==> config.mk <==
export PLATFORM = sky130hd
export DESIGN_NAME = scpq_ctrl
export DESIGN_NICKNAME = d
export VERILOG_FILES = /design/src/rtl/core/scpq_pkg.sv /design/src/rtl/core/scpq_ctrl.sv
export SDC_FILE = /design/constraint.sdc
export NUM_CORES = 1
export LEC_CHECK = 0
export ABC_AREA = 1
export BUFFER_PORTS_ARGS = -buffer_cell sky130_fd_sc_hd__buf_2
export CORE_MARGIN = 3
export CORE_UTILIZATION = 43
export CTS_BUF_LIST = sky130_fd_sc_hd__clkbuf_8 sky130_fd_sc_hd__clkbuf_16
export CTS_CLUSTER_DIAMETER = 50
export DETAILED_ROUTE_END_ITERATION = 10
export PLACE_DENSITY = 0.87
export SETUP_SLACK_MARGIN = 0.4
export SLEW_MARGIN = 5
export SYNTH_ARGS = -nofsm -noshare
export SYNTH_HDL_FRONTEND = slang
export SYNTH_SLANG_ARGS = --single-unit
==> constraint.sdc <==
create_clock -name clk -period 1.6 [get_ports clk]
set_clock_uncertainty 0.1 [all_clocks]
set_input_delay 0.32 -clock clk [delete_from_list [all_inputs] [get_ports clk]]
set_output_delay 0.32 -clock clk [all_outputs]
set_load 0.01 [all_outputs]
==> src/rtl/core/scpq_pkg.sv <==
package scpq_pkg;

	localparam int DEPTH       = 64;
	localparam int ADDR_W      = $clog2(DEPTH);
	localparam int CNT_W       = $clog2(DEPTH + 1);
	localparam int ID_W        = 32;
	localparam int DIST_W      = 32;
	localparam int ACT_W       = 3;
	localparam int COUNT_OUT_W = 7;
	localparam int IN_DATA_W   = 72;
	localparam int OUT_DATA_W  = 80;

	typedef enum logic [ACT_W-1:0] {
		ACT_PUSH  = 3'd0,
		ACT_POP   = 3'd1,
		ACT_PEEK  = 3'd2,
		ACT_FIND  = 3'd3,
		ACT_CLEAR = 3'd4
	} action_t;

	typedef struct packed {
		logic [ID_W-1:0]   id;
		logic [DIST_W-1:0] distance;
		logic              net;
	} entry_t;

	typedef enum logic [3:0] {
		ST_IDLE,
		ST_DECODE,
		ST_PUSH_RD,
		ST_PUSH_CHK,
		ST_POP_EMIT,
		ST_POP_RD,
		ST_POP_WR,
		ST_PEEK_EMIT,
		ST_FIND_RD,
		ST_FIND_CHK,
		ST_DONE
	} state_t;

	typedef enum logic [2:0] {
		IDX_HOLD,
		IDX_LOAD_CNT,
		IDX_LOAD_ZERO,
		IDX_LOAD_ONE,
		IDX_INC,
		IDX_DEC
	} idx_op_t;

	typedef enum logic [1:0] {
		RD_ZERO,
		RD_IDX,
		RD_IDX_M1
	} rd_sel_t;

	typedef enum logic [1:0] {
		WR_NEW_AT_IDX,
		WR_ENTRY_AT_IDX,
		WR_ENTRY_AT_IDX_M1
	} wr_sel_t;

	typedef enum logic [1:0] {
		CNT_HOLD,
		CNT_INC,
		CNT_DEC,
		CNT_CLR
	} cnt_op_t;

	typedef enum logic [1:0] {
		RES_HOLD,
		RES_CLR,
		RES_ENTRY,
		RES_OVF
	} res_op_t;

	typedef struct packed {
		logic    capture;
		idx_op_t idx_op;
		logic    mem_re;
		rd_sel_t rd_sel;
		logic    mem_we;
		wr_sel_t wr_sel;
		cnt_op_t cnt_op;
		res_op_t res_op;
		logic    out_load;
	} cmd_t;

	typedef struct packed {
		action_t act;
		logic    cnt_zero;
		logic    cnt_full;
		logic    idx_zero;
		logic    idx_end;
		logic    new_before;
		logic    id_match;
		logic    out_free;
	} stat_t;

endpackage

==> src/rtl/core/scpq_ctrl.sv <==
module scpq_ctrl (
	input  logic            clk,
	input  logic            arst_n,
	input  logic            s_tvalid,
	output logic            s_tready,
	input  scpq_pkg::stat_t st,
	output scpq_pkg::cmd_t  cmd
);

	scpq_pkg::state_t state_q;
	scpq_pkg::state_t state_d;

	// State register
	always_ff @(posedge clk or negedge arst_n) begin
		if (!arst_n) begin
			state_q <= scpq_pkg::ST_IDLE;
		end else begin
			state_q <= state_d;
		end
	end

	assign s_tready = (state_q == scpq_pkg::ST_IDLE);

	// Next state
	always_comb begin
		state_d = state_q;
		unique case (state_q)
			scpq_pkg::ST_IDLE: begin
				if (s_tvalid) state_d = scpq_pkg::ST_DECODE;
			end
			scpq_pkg::ST_DECODE: begin
				unique case (st.act)
					scpq_pkg::ACT_PUSH: begin
						state_d = st.cnt_full ? scpq_pkg::ST_DONE : scpq_pkg::ST_PUSH_RD;
					end
					scpq_pkg::ACT_POP: begin
						state_d = st.cnt_zero ? scpq_pkg::ST_DONE : scpq_pkg::ST_POP_EMIT;
					end
					scpq_pkg::ACT_PEEK: begin
						state_d = st.cnt_zero ? scpq_pkg::ST_DONE : scpq_pkg::ST_PEEK_EMIT;
					end
					scpq_pkg::ACT_FIND: begin
						state_d = scpq_pkg::ST_FIND_RD;
					end
					default: begin
						state_d = scpq_pkg::ST_DONE;
					end
				endcase
			end
			scpq_pkg::ST_PUSH_RD: begin
				state_d = st.idx_zero ? scpq_pkg::ST_DONE : scpq_pkg::ST_PUSH_CHK;
			end
			scpq_pkg::ST_PUSH_CHK: begin
				state_d = st.new_before ? scpq_pkg::ST_PUSH_RD : scpq_pkg::ST_DONE;
			end
			scpq_pkg::ST_POP_EMIT: begin
				state_d = scpq_pkg::ST_POP_RD;
			end
			scpq_pkg::ST_POP_RD: begin
				state_d = st.idx_end ? scpq_pkg::ST_DONE : scpq_pkg::ST_POP_WR;
			end
			scpq_pkg::ST_POP_WR: begin
				state_d = scpq_pkg::ST_POP_RD;
			end
			scpq_pkg::ST_PEEK_EMIT: begin
				state_d = scpq_pkg::ST_DONE;
			end
			scpq_pkg::ST_FIND_RD: begin
				state_d = st.idx_end ? scpq_pkg::ST_DONE : scpq_pkg::ST_FIND_CHK;
			end
			scpq_pkg::ST_FIND_CHK: begin
				state_d = st.id_match ? scpq_pkg::ST_DONE : scpq_pkg::ST_FIND_RD;
			end
			scpq_pkg::ST_DONE: begin
				if (st.out_free) state_d = scpq_pkg::ST_IDLE;
			end
			default: begin
				state_d = scpq_pkg::ST_IDLE;
			end
		endcase
	end

	// Datapath commands
	always_comb begin
		cmd.capture  = 1'b0;
		cmd.idx_op   = scpq_pkg::IDX_HOLD;
		cmd.mem_re   = 1'b0;
		cmd.rd_sel   = scpq_pkg::RD_IDX;
		cmd.mem_we   = 1'b0;
		cmd.wr_sel   = scpq_pkg::WR_NEW_AT_IDX;
		cmd.cnt_op   = scpq_pkg::CNT_HOLD;
		cmd.res_op   = scpq_pkg::RES_HOLD;
		cmd.out_load = 1'b0;
		unique case (state_q)
			scpq_pkg::ST_IDLE: begin
				cmd.capture = s_tvalid;
			end
			scpq_pkg::ST_DECODE: begin
				cmd.res_op = scpq_pkg::RES_CLR;
				unique case (st.act) inside
					scpq_pkg::ACT_PUSH: begin
						if (st.cnt_full) cmd.res_op = scpq_pkg::RES_OVF;
						cmd.idx_op = scpq_pkg::IDX_LOAD_CNT;
					end
					scpq_pkg::ACT_POP, scpq_pkg::ACT_PEEK: begin
						cmd.mem_re = !st.cnt_zero;
						cmd.rd_sel = scpq_pkg::RD_ZERO;
					end
					scpq_pkg::ACT_FIND: begin
						cmd.idx_op = scpq_pkg::IDX_LOAD_ZERO;
					end
					scpq_pkg::ACT_CLEAR: begin
						cmd.cnt_op = scpq_pkg::CNT_CLR;
					end
					default: begin
						cmd.res_op = scpq_pkg::RES_CLR;
					end
				endcase
			end
			scpq_pkg::ST_PUSH_RD: begin
				if (st.idx_zero) begin
					cmd.mem_we = 1'b1;
					cmd.wr_sel = scpq_pkg::WR_NEW_AT_IDX;
					cmd.cnt_op = scpq_pkg::CNT_INC;
				end else begin
					cmd.mem_re = 1'b1;
					cmd.rd_sel = scpq_pkg::RD_IDX_M1;
				end
			end
			scpq_pkg::ST_PUSH_CHK: begin
				cmd.mem_we = 1'b1;
				if (st.new_before) begin
					cmd.wr_sel = scpq_pkg::WR_ENTRY_AT_IDX;
					cmd.idx_op = scpq_pkg::IDX_DEC;
				end else begin
					cmd.wr_sel = scpq_pkg::WR_NEW_AT_IDX;
					cmd.cnt_op = scpq_pkg::CNT_INC;
				end
			end
			scpq_pkg::ST_POP_EMIT: begin
				cmd.res_op = scpq_pkg::RES_ENTRY;
				cmd.idx_op = scpq_pkg::IDX_LOAD_ONE;
			end
			scpq_pkg::ST_POP_RD: begin
				if (st.idx_end) begin
					cmd.cnt_op = scpq_pkg::CNT_DEC;
				end else begin
					cmd.mem_re = 1'b1;
					cmd.rd_sel = scpq_pkg::RD_IDX;
				end
			end
			scpq_pkg::ST_POP_WR: begin
				cmd.mem_we = 1'b1;
				cmd.wr_sel = scpq_pkg::WR_ENTRY_AT_IDX_M1;
				cmd.idx_op = scpq_pkg::IDX_INC;
			end
			scpq_pkg::ST_PEEK_EMIT: begin
				cmd.res_op = scpq_pkg::RES_ENTRY;
			end
			scpq_pkg::ST_FIND_RD: begin
				if (!st.idx_end) begin
					cmd.mem_re = 1'b1;
					cmd.rd_sel = scpq_pkg::RD_IDX;
				end
			end
			scpq_pkg::ST_FIND_CHK: begin
				if (st.id_match) begin
					cmd.res_op = scpq_pkg::RES_ENTRY;
				end else begin
					cmd.idx_op = scpq_pkg::IDX_INC;
				end
			end
			scpq_pkg::ST_DONE: begin
				cmd.out_load = st.out_free;
			end
			default: begin
				cmd.capture = 1'b0;
			end
		endcase
	end

endmodule

==> results_dict.tcl, run 1 <==
set metrics [dict create \
    synth_area_um2 559 \
    yosysTopAreaCellShare_pct 18.8 \
    synthFlopType "dfrtp_1" \
    toolErrorMsg "[ERROR DPL-0038] Utilization greater than 100%, impossible to legalize" \
    syn_nets 115 \
    cts_max_path_buffers 2 \
    cts_buffers 3 \
    crit_endpoint "cmd[12]" \
    syn_area_per_cell_um2 5.48 \
    htree_levels 1 \
    synth_area_leader_cell "nand3_1" \
    die_h_um 42.1 \
    yosys_warnings 0 \
    root_buffer "clkbuf_8" \
    synthArstFlopShare_pct 100 \
    synth_edf_count 0 \
    endpoint_type "primary output" \
    die_w_um 42.1 \
    rows 12 \
    clock_sinks 4 \
    post_synth_num_cell_types 18 \
    synthTopCellsByArea "nand3_1 (19%), dfrtp_1 (18%), nand2_1 (15%)" \
    grt_max_degree 8 \
    place_congestion 0.870 \
    io_pins 29 \
    stop_stage "global routing" \
    synthMostInstantiatedCell "nand2_1" \
    status "aborted with a tool error" \
    yosysSeqAreaShare_pct 17.9 \
    synth_seq_cells 4 \
    initial_utilization_pct 48.4 \
    dp_hpwl_um 1430 \
    place.port_buffers 28 \
    synth_commonest_cells "nand2_1 (23), nand3_1 (21), inv_1 (15)" \
    syn_inst 102 \
]
-- logic make-up after synthesis --
logic type	count (synthesis)	synth area share, %
and+or+nand+nor	71	59.7
AOI/OAI and AO/OA	8	9.62
DFF	4	17.9
buffers and inverters	19	12.8
-- what timing repair did --
action                                  in CTS
buffers inserted                             8
endpoints found under the hold margin        4
endpoints found under the setup margin      19
gates resized for setup                     13
hold buffers                                 1
pin swaps                                    4
-- through the flow --
step / worst slack, ns / instances / TNS [ns] / hold WS [ns] / instance area [um2]
after detailed placement: -0.0119 / 146 / -0.0147 / 0.0277 / 768
after floorplan: 0.102 / 102 / 0 / -0.0756 / 596
after global placement: 0.0365 / 146 / 0 / 0.0248 / 768
after CTS: -0.231 / 158 / -1.90 / 0.321 / 930
==> run 2: changes to the inputs <==
==> config.mk (replaced) <==
export PLATFORM = sky130hd
export DESIGN_NAME = scpq_ctrl
export DESIGN_NICKNAME = d
export VERILOG_FILES = /design/src/rtl/core/scpq_pkg.sv /design/src/rtl/core/scpq_ctrl.sv
export SDC_FILE = /design/constraint.sdc
export NUM_CORES = 1
export LEC_CHECK = 0
export ABC_AREA = 1
export BUFFER_PORTS_ARGS = -buffer_cell sky130_fd_sc_hd__buf_2
export CORE_AREA = 3 3 64 66
export DETAILED_ROUTE_END_ITERATION = 10
export DIE_AREA = 0 0 67 69
export PLACE_DENSITY_LB_ADDON = 0.15
export SLEW_MARGIN = 5
export SYNTH_ARGS = -nofsm -noshare
export SYNTH_HDL_FRONTEND = slang
export SYNTH_SLANG_ARGS = --single-unit
==> run 2 against run 1 <==
  * The flow now finishes, with violations (negative setup slack)
  * Synthesized cell count unchanged
  * Area after synthesis is the same
==> results_dict.tcl, run 2 <==
set metrics [dict create \
    nFillCells 422 \
    internal_power_mw 0.803 \
    io_pins 29 \
    die_h_um 69 \
    wire_per_inst_um 11.3 \
    powerDensity_nw_per_um2 1480 \
    cp_common_cell "inv_2" \
    path_class "flip-flop to output port" \
    htree_levels 1 \
    layout_commonest_cell "buf_2" \
    rsz0062_at_grt "yes" \
    pwr-share-comb_pct 73.6 \
    power.leakage_nw 0.609 \
    core_area_um2 3630 \
    critPathCaptureType "output port" \
    synth_seq_cells 4 \
    postLayoutSetupSlackWorst_ns -0.217 \
    first_iter_violations 45 \
    clk_pin_slew_worst_paths_ns 0.03 \
    areaGrowthSynthToFinish_pct 85.7 \
    min_path_type "input port to flip-flop" \
    die_area_um2 4620 \
    synthArstFlopShare_pct 100 \
    place_congestion 0.819 \
    post-route-min-period_ns 1.82 \
    p_clk_share_pct 13.4 \
    violations "negative setup slack" \
    regArea_um2 101 \
    cts_max_path_buffers 2 \
    relSlewSlack_pct 84.3 \
    grt_pass1_vias 801 \
    clock_latency_ns 0.21 \
    swShare_pct 47.6 \
    routed_wirelength_um 2280 \
    layout_common_cells "buf_2 (27), nand2_1 (19), buf_4 (18), nand3_1 (15), inv_1 (14)" \
    place.port_buffers 28 \
    dp_hpwl_um 1850 \
    final_net_count 169 \
    initial_utilization_pct 15.4 \
    drc 0 \
    synth_area_leader_cell "nand3_1" \
    slowest_delay_ns 0.42 \
    post_dp_cell_area_um2 865 \
    top_regs "state_q: 4 flops" \
    hold_ws_ns 0.326 \
    globalRouteOverflowTotal 0 \
    top_register "state_q" \
    finalSetupViolCount 15 \
    switching_power_mw 0.730 \
    yosysSeqAreaShare_pct 17.9 \
    cts_buffers 3 \
    ir_worst_vdd_uv 477 \
    syn_nets 115 \
    largest_reg_flops 4 \
    cp_slowest_cell "dfrtp_1" \
    antenna_left 0 \
    cp_max_fo 7 \
    syn_area_per_cell_um2 5.48 \
    dp_slack_ns 0.00213 \
    synthMostInstantiatedCell "nand2_1" \
    multi_input_area_um2 450 \
    grt_use_total_pct 9.94 \
    design_area_um2 1040 \
    die_w_um 67 \
    synth_commonest_cells "nand2_1 (23), nand3_1 (21), inv_1 (15)" \
    cp.arrival_ns 1.40 \
    crit_chain "inv_2 > nand2_4 > nor2_4 > inv_2 > o31ai_2 > buf_2" \
    utilization_pct 28.6 \
    max_cap_viol_count 0 \
    slew_violations 0 \
    finalCritPeriodShare_pct 114 \
    cts_tree "built" \
    routed_via_density 4.19 \
    crit_path_start_kind "flip-flop" \
    synthFlopType "dfrtp_1" \
    synthTopCellsByArea "nand3_1 (19%), dfrtp_1 (18%), nand2_1 (15%)" \
    rows 22 \
    max_clock_freq_mhz 550 \
    vias 846 \
    drive_gt1_share_pct 51.3 \
    status "finished, violations left" \
    dr.pass1.iters 4 \
    p_seq_share_pct 13.0 \
    post_synth_num_cell_types 18 \
    final-hold-violation-count 0 \
    diodes 0 \
    root_buffer "clkbuf_8" \
    synth_edf_count 0 \
    antenna_found_initial 0 \
    synth_area_um2 559 \
    worst-endpoint-required_ns 1.18 \
    tightest_slew_ns 0.234 \
    clock_sinks 4 \
    yosysTopAreaCellShare_pct 18.8 \
    syn_inst 102 \
    grt_pass1_wl_um 3660 \
    yosys_warnings 0 \
    grt_max_degree 8 \
]
## run 2: cell counts after synthesis
Identical to the previous run, type by type.
## run 2: critical path: cells and delay by family (launching register included)
kind / cells / cell delay (ns)
and+or+nand+nor: 2 / 0.25
AOI/OAI and AO/OA: 1 / 0.16
buffers and inverters: 3 / 0.34
DFF: 1 / 0.42
## run 2: area by class of cell
type,instances,share of cell area (%)
inverters,19,6.87
flip-flops and latches,4,9.76
multi-input cells,79,43.4
clock buffers,3,3.98
well taps,48,5.78
repair buffers,49,30.2
## run 2: kinds of logic (layout without fill, tap and decap cells)
logic type	after synthesis	in the layout	synth area share, %
compound gates	8	8	9.62
flops	4	4	17.9
simple gates	71	71	59.7
buf+inv	19	71	12.8
## run 2: final timing paths
| kind | startpoint | to | depth (start not counted) | slack [ns] |
|---|---|---|---|---|
| max | state_q[2] | cmd[12] | 6 | -0.22 |
| min | s_tvalid | state_q[0] | 3 | 0.33 |
| max reg2reg | state_q[2] | state_q[0] | 10 | 0.15 |
| min reg2reg | state_q[0] | state_q[2] | 3 | 0.61 |
| max in group asynchronous | arst_n | state_q[0] | 2 | 0.92 |
| min in group asynchronous | arst_n | state_q[3] | 2 | 0.34 |
## run 2: metal layers
metal  track usage, %  part of all wire [%]  vias up
li1                 -                     -      438
met1             12.8                    45      389
met2             16.2                    49       19
met3             3.09                   5.8        0
met4             1.80                     0        0
met5                0                     0        -
## run 2: power by group through the flow
stage	combinational, mW	sequential [mW]	clock [mW]
after floorplan	0.536	0.192	0
after global placement	0.995	0.193	0
after detailed placement	0.985	0.194	0
after CTS	1.08	0.194	0.216
after global routing	1.24	0.203	0.230
final	1.13	0.199	0.206
## run 2: what timing repair did
item | 4_1_cts | 5_1_grt
setup endpoints to repair | 16 | 16
gates resized for setup | 8 | 13
hold endpoints to repair | 4 | 0
pin swaps | 2 | 11
hold buffers | 1 | 0
setup buffers | 4 | 3
## run 2: through the flow
step                      setup TNS [ns]  power [mW]  instances
final                              -1.88        1.53        202
after global routing               -3.42        1.67        202
after CTS                          -2.02        1.49        200
after detailed placement               0        1.18        192
after global placement           -0.0413        1.19        192
after floorplan                        0       0.728        102
No activity file was read; power rests on OpenSTA's default activity.
